### src/hdl/iopd_pkg.sv
// ----------------------------------------------------------------------------
// I/O instruction port decoder package
// Opcode and prefix bytes, size codes and the decode result type.
// ----------------------------------------------------------------------------
package iopd_pkg;

  localparam int unsigned PortW   = 16;
  localparam int unsigned LimitW  = 17;
  localparam int unsigned SizeW   = 5;

  localparam logic [LimitW-1:0] PORT_LIMIT_RST = 17'h10000;
  localparam int unsigned WHOLE_SPACE_CODE_DFLT = 16;

  localparam logic [7:0] OP_IN_B_DX    = 8'hec;
  localparam logic [7:0] OP_IN_D_DX    = 8'hed;
  localparam logic [7:0] OP_OUT_B_DX   = 8'hee;
  localparam logic [7:0] OP_OUT_D_DX   = 8'hef;
  localparam logic [7:0] OP_INS_B      = 8'h6c;
  localparam logic [7:0] OP_INS_D      = 8'h6d;
  localparam logic [7:0] OP_OUTS_B     = 8'h6e;
  localparam logic [7:0] OP_OUTS_D     = 8'h6f;
  localparam logic [7:0] OP_IN_B_IMM   = 8'he4;
  localparam logic [7:0] OP_IN_D_IMM   = 8'he5;
  localparam logic [7:0] OP_OUT_B_IMM  = 8'he6;
  localparam logic [7:0] OP_OUT_D_IMM  = 8'he7;
  localparam logic [7:0] OP_CLI        = 8'hfa;
  localparam logic [7:0] OP_STI        = 8'hfb;
  localparam logic [7:0] PFX_OPSIZE    = 8'h66;
  localparam logic [7:0] PFX_REP       = 8'hf3;

  localparam logic [SizeW-1:0] SIZE_BYTE  = 5'd0;
  localparam logic [SizeW-1:0] SIZE_WORD  = 5'd1;
  localparam logic [SizeW-1:0] SIZE_DWORD = 5'd2;

  typedef struct packed {
    logic             handled;
    logic [PortW-1:0] port_number;
    logic [SizeW-1:0] size_code;
  } dec_result_t;

endpackage

### src/hdl/iopd_decode.sv
// ----------------------------------------------------------------------------
// I/O instruction port decoder: decode logic
// Maps up to three instruction bytes to handled flag, port and size code.
// ----------------------------------------------------------------------------
module iopd_decode #(
  parameter int unsigned WHOLE_SPACE_CODE = iopd_pkg::WHOLE_SPACE_CODE_DFLT
) (
  input  logic [7:0]                    first_byte,
  input  logic [7:0]                    second_byte,
  input  logic [7:0]                    third_byte,
  input  logic [1:0]                    bytes_readable,
  input  logic [iopd_pkg::PortW-1:0]    dx_value,
  input  logic [iopd_pkg::LimitW-1:0]   port_limit,
  output iopd_pkg::dec_result_t         result
);

  logic [iopd_pkg::LimitW-1:0] dx_ext;
  logic [iopd_pkg::LimitW-1:0] b1_ext;
  logic [iopd_pkg::LimitW-1:0] b2_ext;
  logic dx_fits4;
  logic dx_fits2;
  logic b1_fits4;
  logic b2_fits2;
  logic is_opsize;
  logic is_rep;
  logic ok;
  logic [iopd_pkg::PortW-1:0] port;
  logic [iopd_pkg::SizeW-1:0] size;

  assign dx_ext   = {1'b0, dx_value};
  assign b1_ext   = {9'd0, second_byte};
  assign b2_ext   = {9'd0, third_byte};
  assign dx_fits4 = (dx_ext + 17'd4) <= port_limit;
  assign dx_fits2 = (dx_ext + 17'd2) <= port_limit;
  assign b1_fits4 = (b1_ext + 17'd4) <= port_limit;
  assign b2_fits2 = (b2_ext + 17'd2) <= port_limit;
  assign is_opsize = first_byte == iopd_pkg::PFX_OPSIZE;
  assign is_rep    = first_byte == iopd_pkg::PFX_REP;

  always_comb begin
    ok   = 1'b0;
    port = dx_value;
    size = iopd_pkg::SIZE_BYTE;
    priority if (first_byte == iopd_pkg::OP_IN_B_DX || first_byte == iopd_pkg::OP_INS_B ||
                 first_byte == iopd_pkg::OP_OUT_B_DX || first_byte == iopd_pkg::OP_OUTS_B) begin
      ok = 1'b1;
    end else if (first_byte == iopd_pkg::OP_IN_D_DX || first_byte == iopd_pkg::OP_INS_D ||
                 first_byte == iopd_pkg::OP_OUT_D_DX || first_byte == iopd_pkg::OP_OUTS_D) begin
      ok   = dx_fits4;
      size = iopd_pkg::SIZE_DWORD;
    end else if (first_byte == iopd_pkg::OP_CLI || first_byte == iopd_pkg::OP_STI) begin
      ok   = 1'b1;
      port = '0;
      size = iopd_pkg::SizeW'(WHOLE_SPACE_CODE);
    end else if (bytes_readable < 2'd2) begin
      ok = 1'b0;
    end else if (first_byte == iopd_pkg::OP_IN_B_IMM ||
                 first_byte == iopd_pkg::OP_OUT_B_IMM) begin
      ok   = 1'b1;
      port = {8'd0, second_byte};
    end else if (first_byte == iopd_pkg::OP_IN_D_IMM ||
                 first_byte == iopd_pkg::OP_OUT_D_IMM) begin
      ok   = b1_fits4;
      port = {8'd0, second_byte};
      size = iopd_pkg::SIZE_DWORD;
    end else if (is_opsize && (second_byte == iopd_pkg::OP_IN_D_DX ||
                 second_byte == iopd_pkg::OP_OUT_D_DX || second_byte == iopd_pkg::OP_INS_D ||
                 second_byte == iopd_pkg::OP_OUTS_D)) begin
      ok   = dx_fits2;
      size = iopd_pkg::SIZE_WORD;
    end else if (is_opsize && (second_byte == iopd_pkg::OP_IN_D_IMM ||
                 second_byte == iopd_pkg::OP_OUT_D_IMM)) begin
      ok   = b2_fits2;
      port = {8'd0, third_byte};
      size = iopd_pkg::SIZE_WORD;
    end else if ((is_opsize || is_rep) && (second_byte == iopd_pkg::OP_INS_B ||
                 second_byte == iopd_pkg::OP_OUTS_B)) begin
      ok = 1'b1;
    end else if ((is_opsize || is_rep) && (second_byte == iopd_pkg::OP_INS_D ||
                 second_byte == iopd_pkg::OP_OUTS_D)) begin
      ok   = dx_fits4;
      size = iopd_pkg::SIZE_DWORD;
    end else if (bytes_readable < 2'd3) begin
      ok = 1'b0;
    end else if (((is_rep && second_byte == iopd_pkg::PFX_OPSIZE) ||
                  (is_opsize && second_byte == iopd_pkg::PFX_REP)) &&
                 (third_byte == iopd_pkg::OP_INS_D || third_byte == iopd_pkg::OP_OUTS_D)) begin
      ok   = dx_fits2;
      size = iopd_pkg::SIZE_WORD;
    end else begin
      ok = 1'b0;
    end
  end

  assign result.handled     = ok;
  assign result.port_number = ok ? port : '0;
  assign result.size_code   = ok ? size : '0;

endmodule

### src/hdl/io_instruction_port_decoder_top.sv
// ----------------------------------------------------------------------------
// I/O instruction port decoder, top level
// Registers each instruction beat, decodes it and registers the result.
// ----------------------------------------------------------------------------
//   Channel  Handshake        Ports
//   input    start && !busy   in_first_byte, in_second_byte, in_third_byte,
//                             in_bytes_readable, in_dx_value
//   result   out_valid        out_handled, out_port_number, out_size_code
//   config   cfg_we           cfg_wdata (port limit)
//
// One beat is accepted every cycle; busy is always low.
// Each result passes the input register, one decode stage and the result
// register before it appears.
// Synchronous reset clears the valid bits and sets the port limit to 65536.
// The receiver cannot stall; each result is shown for exactly one cycle.
module io_instruction_port_decoder_top #(
  parameter int unsigned WHOLE_SPACE_CODE = iopd_pkg::WHOLE_SPACE_CODE_DFLT
) (
  input  logic                          clk,
  input  logic                          rst_n,
  input  logic                          start,
  output logic                          busy,
  input  logic [7:0]                    in_first_byte,
  input  logic [7:0]                    in_second_byte,
  input  logic [7:0]                    in_third_byte,
  input  logic [1:0]                    in_bytes_readable,
  input  logic [iopd_pkg::PortW-1:0]    in_dx_value,
  output logic                          out_valid,
  output logic                          out_handled,
  output logic [iopd_pkg::PortW-1:0]    out_port_number,
  output logic [iopd_pkg::SizeW-1:0]    out_size_code,
  input  logic                          cfg_we,
  input  logic [iopd_pkg::LimitW-1:0]   cfg_wdata
);

  logic                        in_valid_r;
  logic [7:0]                  b0_r;
  logic [7:0]                  b1_r;
  logic [7:0]                  b2_r;
  logic [1:0]                  avail_r;
  logic [iopd_pkg::PortW-1:0]  dx_r;
  logic [iopd_pkg::LimitW-1:0] port_limit_r;
  logic                        out_valid_r;
  iopd_pkg::dec_result_t       res_r;
  iopd_pkg::dec_result_t       res_nxt;

  assign busy = 1'b0;

  always_ff @(posedge clk) begin
    if (!rst_n) begin
      in_valid_r   <= 1'b0;
      out_valid_r  <= 1'b0;
      port_limit_r <= iopd_pkg::PORT_LIMIT_RST;
    end else begin
      in_valid_r  <= start && !busy;
      out_valid_r <= in_valid_r;
      if (cfg_we) begin
        port_limit_r <= cfg_wdata;
      end
    end
  end

  always_ff @(posedge clk) begin
    if (start && !busy) begin
      b0_r    <= in_first_byte;
      b1_r    <= in_second_byte;
      b2_r    <= in_third_byte;
      avail_r <= in_bytes_readable;
      dx_r    <= in_dx_value;
    end
    if (in_valid_r) begin
      res_r <= res_nxt;
    end
  end

  iopd_decode #(
    .WHOLE_SPACE_CODE (WHOLE_SPACE_CODE)
  ) u_decode (
    .first_byte     (b0_r),
    .second_byte    (b1_r),
    .third_byte     (b2_r),
    .bytes_readable (avail_r),
    .dx_value       (dx_r),
    .port_limit     (port_limit_r),
    .result         (res_nxt)
  );

  assign out_valid       = out_valid_r;
  assign out_handled     = res_r.handled;
  assign out_port_number = res_r.port_number;
  assign out_size_code   = res_r.size_code;

endmodule

### config.mk
export PLATFORM = sky130hd
export DESIGN_NAME = io_instruction_port_decoder_top
export DESIGN_NICKNAME = d
export VERILOG_FILES = /design/src/hdl/iopd_pkg.sv /design/src/hdl/iopd_decode.sv /design/src/hdl/io_instruction_port_decoder_top.sv
export SDC_FILE = /design/constraint.sdc
export NUM_CORES = 1
export LEC_CHECK = 0
export ABC_AREA = 1
export ABC_CLOCK_PERIOD_IN_PS = 9000
export BUFFER_PORTS_ARGS = -buffer_cell sky130_fd_sc_hd__buf_2
export CORE_MARGIN = 2
export CORE_UTILIZATION = 62
export DETAILED_ROUTE_END_ITERATION = 10
export PLACE_DENSITY_LB_ADDON = 0.08
export RECOVER_POWER = 100
export REMOVE_ABC_BUFFERS = 1
export SLEW_MARGIN = 20
export SYNTH_ARGS = -nofsm -noshare
export SYNTH_HDL_FRONTEND = slang
export SYNTH_HIERARCHICAL = 1
export SYNTH_SLANG_ARGS = --single-unit
export TNS_END_PERCENT = 30
### constraint.sdc
create_clock -name clk -period 9 [get_ports clk]
set_input_delay 0.9 -clock clk [delete_from_list [all_inputs] [get_ports clk]]
set_output_delay 0.9 -clock clk [all_outputs]
set_load 0.05 [all_outputs]
==> impl_metrics.toml <==
[clock_network]
path_clk_slew_ns = 0.09
htreeDepth = 3
cts_resized = 0
cts_tree = "built"
numCtsBuffers = 9
clock_path_buffers = 2
cts.repair_timing.setup_buffer_count = 0
root_buffer = "clkbuf_8"
cts-hold-fix-buffers = 0
clkLatencyLatePin_ns = 0.35
cts_sinks = 83

[routing]
dr_total_vias = 4687
postRouteAntennaNets = 0
wl_met1_um = 5160
wl_met2_um = 6190
firstDrtPassIters = 5
wl_met3_um = 778
drt-total-wl_um = 12600
routed_via_density = 5.35
drc = 0
avgRoutedWirePerCell_um = 14.4
highest_layer = "met4"
drt_iter0_drc = 232

[logic_synthesis]
yosysUniqueCellTypes = 33
ys_seq_area_frac = 0.411
async_reset_ff_frac = 0
synth-edff-count = 64
synthCells = 684
yosysWarnings = 6
synth_ff_type = "edfxtp_1"
syn-cell-area_um2 = 5600
ys_seq_elements = 83
syn_area_per_cell_um2 = 8.19

[global_route]
antenna_found_initial = 0
grt_pass1_vias = 4534
track_usage = 0.267
grt_first_pass_wirelength_um = 20500
overflow = 0
grt_max_degree = 44

[sta]
clock_skew_ns = 0.00660
finalSetupTns_ns = 0
final_max_slew_viol_count = 44
setup_viol = 0
min_period_over_period = 0.437
hold_viol_final = 0
whs_ns = 0.468
rsz0062_at_grt = "false"
fmax_ghz = 0.254
fin_crit_ns = 3.93
slew_headroom = -0.508
worstMarginPinSlew_ns = 2.26

[critical_path]
end_kind = "flip-flop"
startpoint = "dx_r[3]$_DFFE_PP_"
rr_endpoint = "out_port_number[2]$_DFFE_PP_"
reg2reg_from = "dx_r[3]$_DFFE_PP_"
crit_end = "out_port_number[2]$_DFFE_PP_"
cp.required_ns = 9.07
worstPathArrival_ns = 4.01
cp_max_fo = 19
rr_worst_depth = 24
start_kind = "flip-flop"
reg2reg_slack_ns = 5.07
crit_type = "reg2reg"

[layout]
drive_above_1_share = 0.124
design_area_um2 = 6150
layout_common_cells = "nand2_1, inv_1, nor2_1"
syn_to_final_growth_pct = 9.83
antenna_cells = 0
final_common_cell = "nand2_1"
nNetsFinal = 883

[job]
max_cap_viol_count = 1

[floorplanning]
die_height_um = 99.0
dieArea_um2 = 9810
start_util = 0.642
coreArea_um2 = 8720
rows = 34
die_x_um = 99.0
ios = 87

[pwr]
vdd_drop_max_mv = 0.101
leakage_nw = 2.94
p_per_area_nw_per_um2 = 153

[placed_design]
hpwl_um = 9670
post_dp_cell_area_um2 = 6020
place.gp.congestion = 0.931
portBuffers = 85

[outcome]
status = "finished with violations"
failed_checks = "max-capacitance violations, max-slew violations"

[min_path]
hold_path.class = "reg2reg"
-- where the power goes --
group | total, W | leakage, nW | internal (W) | switching (W)
Sequential | 0.000467 | 0.752 | 0.000442 | 0.0000249
Clock | 0.000265 | 0.0959 | 0.000128 | 0.000136
Combinational | 0.000209 | 2.09 | 0.0000736 | 0.000135
Total | 0.000941 | 2.94 | 0.000644 | 0.000297
-- stage by stage --
| stage | total power [W] | utilization | instances | setup slack, ns |
|---|---|---|---|---|
| after detailed placement | 0.000682 | 0.690 | 860 | 5.49 |
| after global placement | 0.000674 | 0.690 | 860 | 5.68 |
| after global routing | 0.000992 | 0.705 | 876 | 4.67 |
| final | 0.000941 | 0.705 | 876 | 5.07 |
| after floorplan | 0.000616 | - | 667 | 5.96 |
| after CTS | 0.000947 | 0.712 | 876 | 5.44 |
-- state kept, by name, indices dropped and copies added (netlist names) --
signal	flops
avail_r	2
b0_r	8
b1_r	8
b2_r	8
dx_r	16
in_valid_r	1
out_handled	1
out_port_number	16
out_size_code	5
out_valid	1
port_limit_r	17
-- area by class of cell --
type | instances | area, um^2
Clock buffer | 10 | 128
Clock inverter | 6 | 63.8
Fill cell | 767 | 2570
Inverter | 107 | 402
Multi-Input combinational cell | 477 | 2730
Sequential cell | 83 | 2300
Tap cell | 108 | 135
Timing Repair Buffer | 85 | 392
-- cell usage after synthesis (all sizes together) (6+ instances only) --
cell type    n  share of area
clkbuf       6         0.0047
nand4        7         0.0078
nand2      173           0.12
o21ai       12          0.013
o211ai      11          0.015
edfxtp      64           0.34
nor2        83          0.059
dfxtp       19          0.068
inv        107          0.072
nor3        17          0.016
xor2        31          0.048
buf         12          0.021
ha          57           0.13
nand3       31          0.028
a21oi       42          0.043
-- logic make-up after synthesis --
logic type / after synthesis / synth area share
fa+ha+maj: 57 / 0.127
flops: 83 / 0.411
other cells: 2 / 0.00134
compound gates: 70 / 0.0775
simple gates: 315 / 0.235
buf+inv: 125 / 0.0979
xor+xnor: 32 / 0.0500
-- layer usage --
layer  up-vias  global-route usage
li1       2369                   -
met1      2114               0.313
met2       165               0.463
met3        39              0.0617
met4         0               0.123
met5         -                   0
-- worst min-delay path by stage --
stage,end,depth (start not counted),slack (ns),start
2_1_floorplan,port_limit_r[16]$_SDFFE_PN1P_,2,0.43,port_limit_r[16]$_SDFFE_PN1P_
5_1_grt,port_limit_r[10]$_SDFFE_PN0P_,2,0.50,port_limit_r[10]$_SDFFE_PN0P_
6_report,port_limit_r[16]$_SDFFE_PN1P_,2,0.47,port_limit_r[16]$_SDFFE_PN1P_
4_1_cts,port_limit_r[16]$_SDFFE_PN1P_,2,0.47,port_limit_r[16]$_SDFFE_PN1P_
3_5_place_dp,port_limit_r[16]$_SDFFE_PN1P_,2,0.45,port_limit_r[16]$_SDFFE_PN1P_
3_3_place_gp,port_limit_r[16]$_SDFFE_PN1P_,2,0.44,port_limit_r[16]$_SDFFE_PN1P_
-- critical path, cell delays in order (launching register included) --
cell,delay [ns]
edfxtp_1,0.46
ha_1,0.26
nand2_1,0.09
nor2_1,0.17
inv_1,0.09
nor2_1,0.20
nand3_1,0.15
nor2_1,0.14
xor2_1,0.08
ha_1,0.29
nand2_1,0.09
nor2_1,0.17
nand3_1,0.11
nor2_1,0.11
nor2_1,0.05
nand2_1,0.05
nand2_1,0.10
nand2_1,0.08
nand3_1,0.07
nand2_1,0.06
nand2_1,0.05
nand2_1,0.07
nand2_2,0.04
nand2_1,0.51
a21oi_1,0.16
No activity file was read; power rests on OpenSTA's default activity.
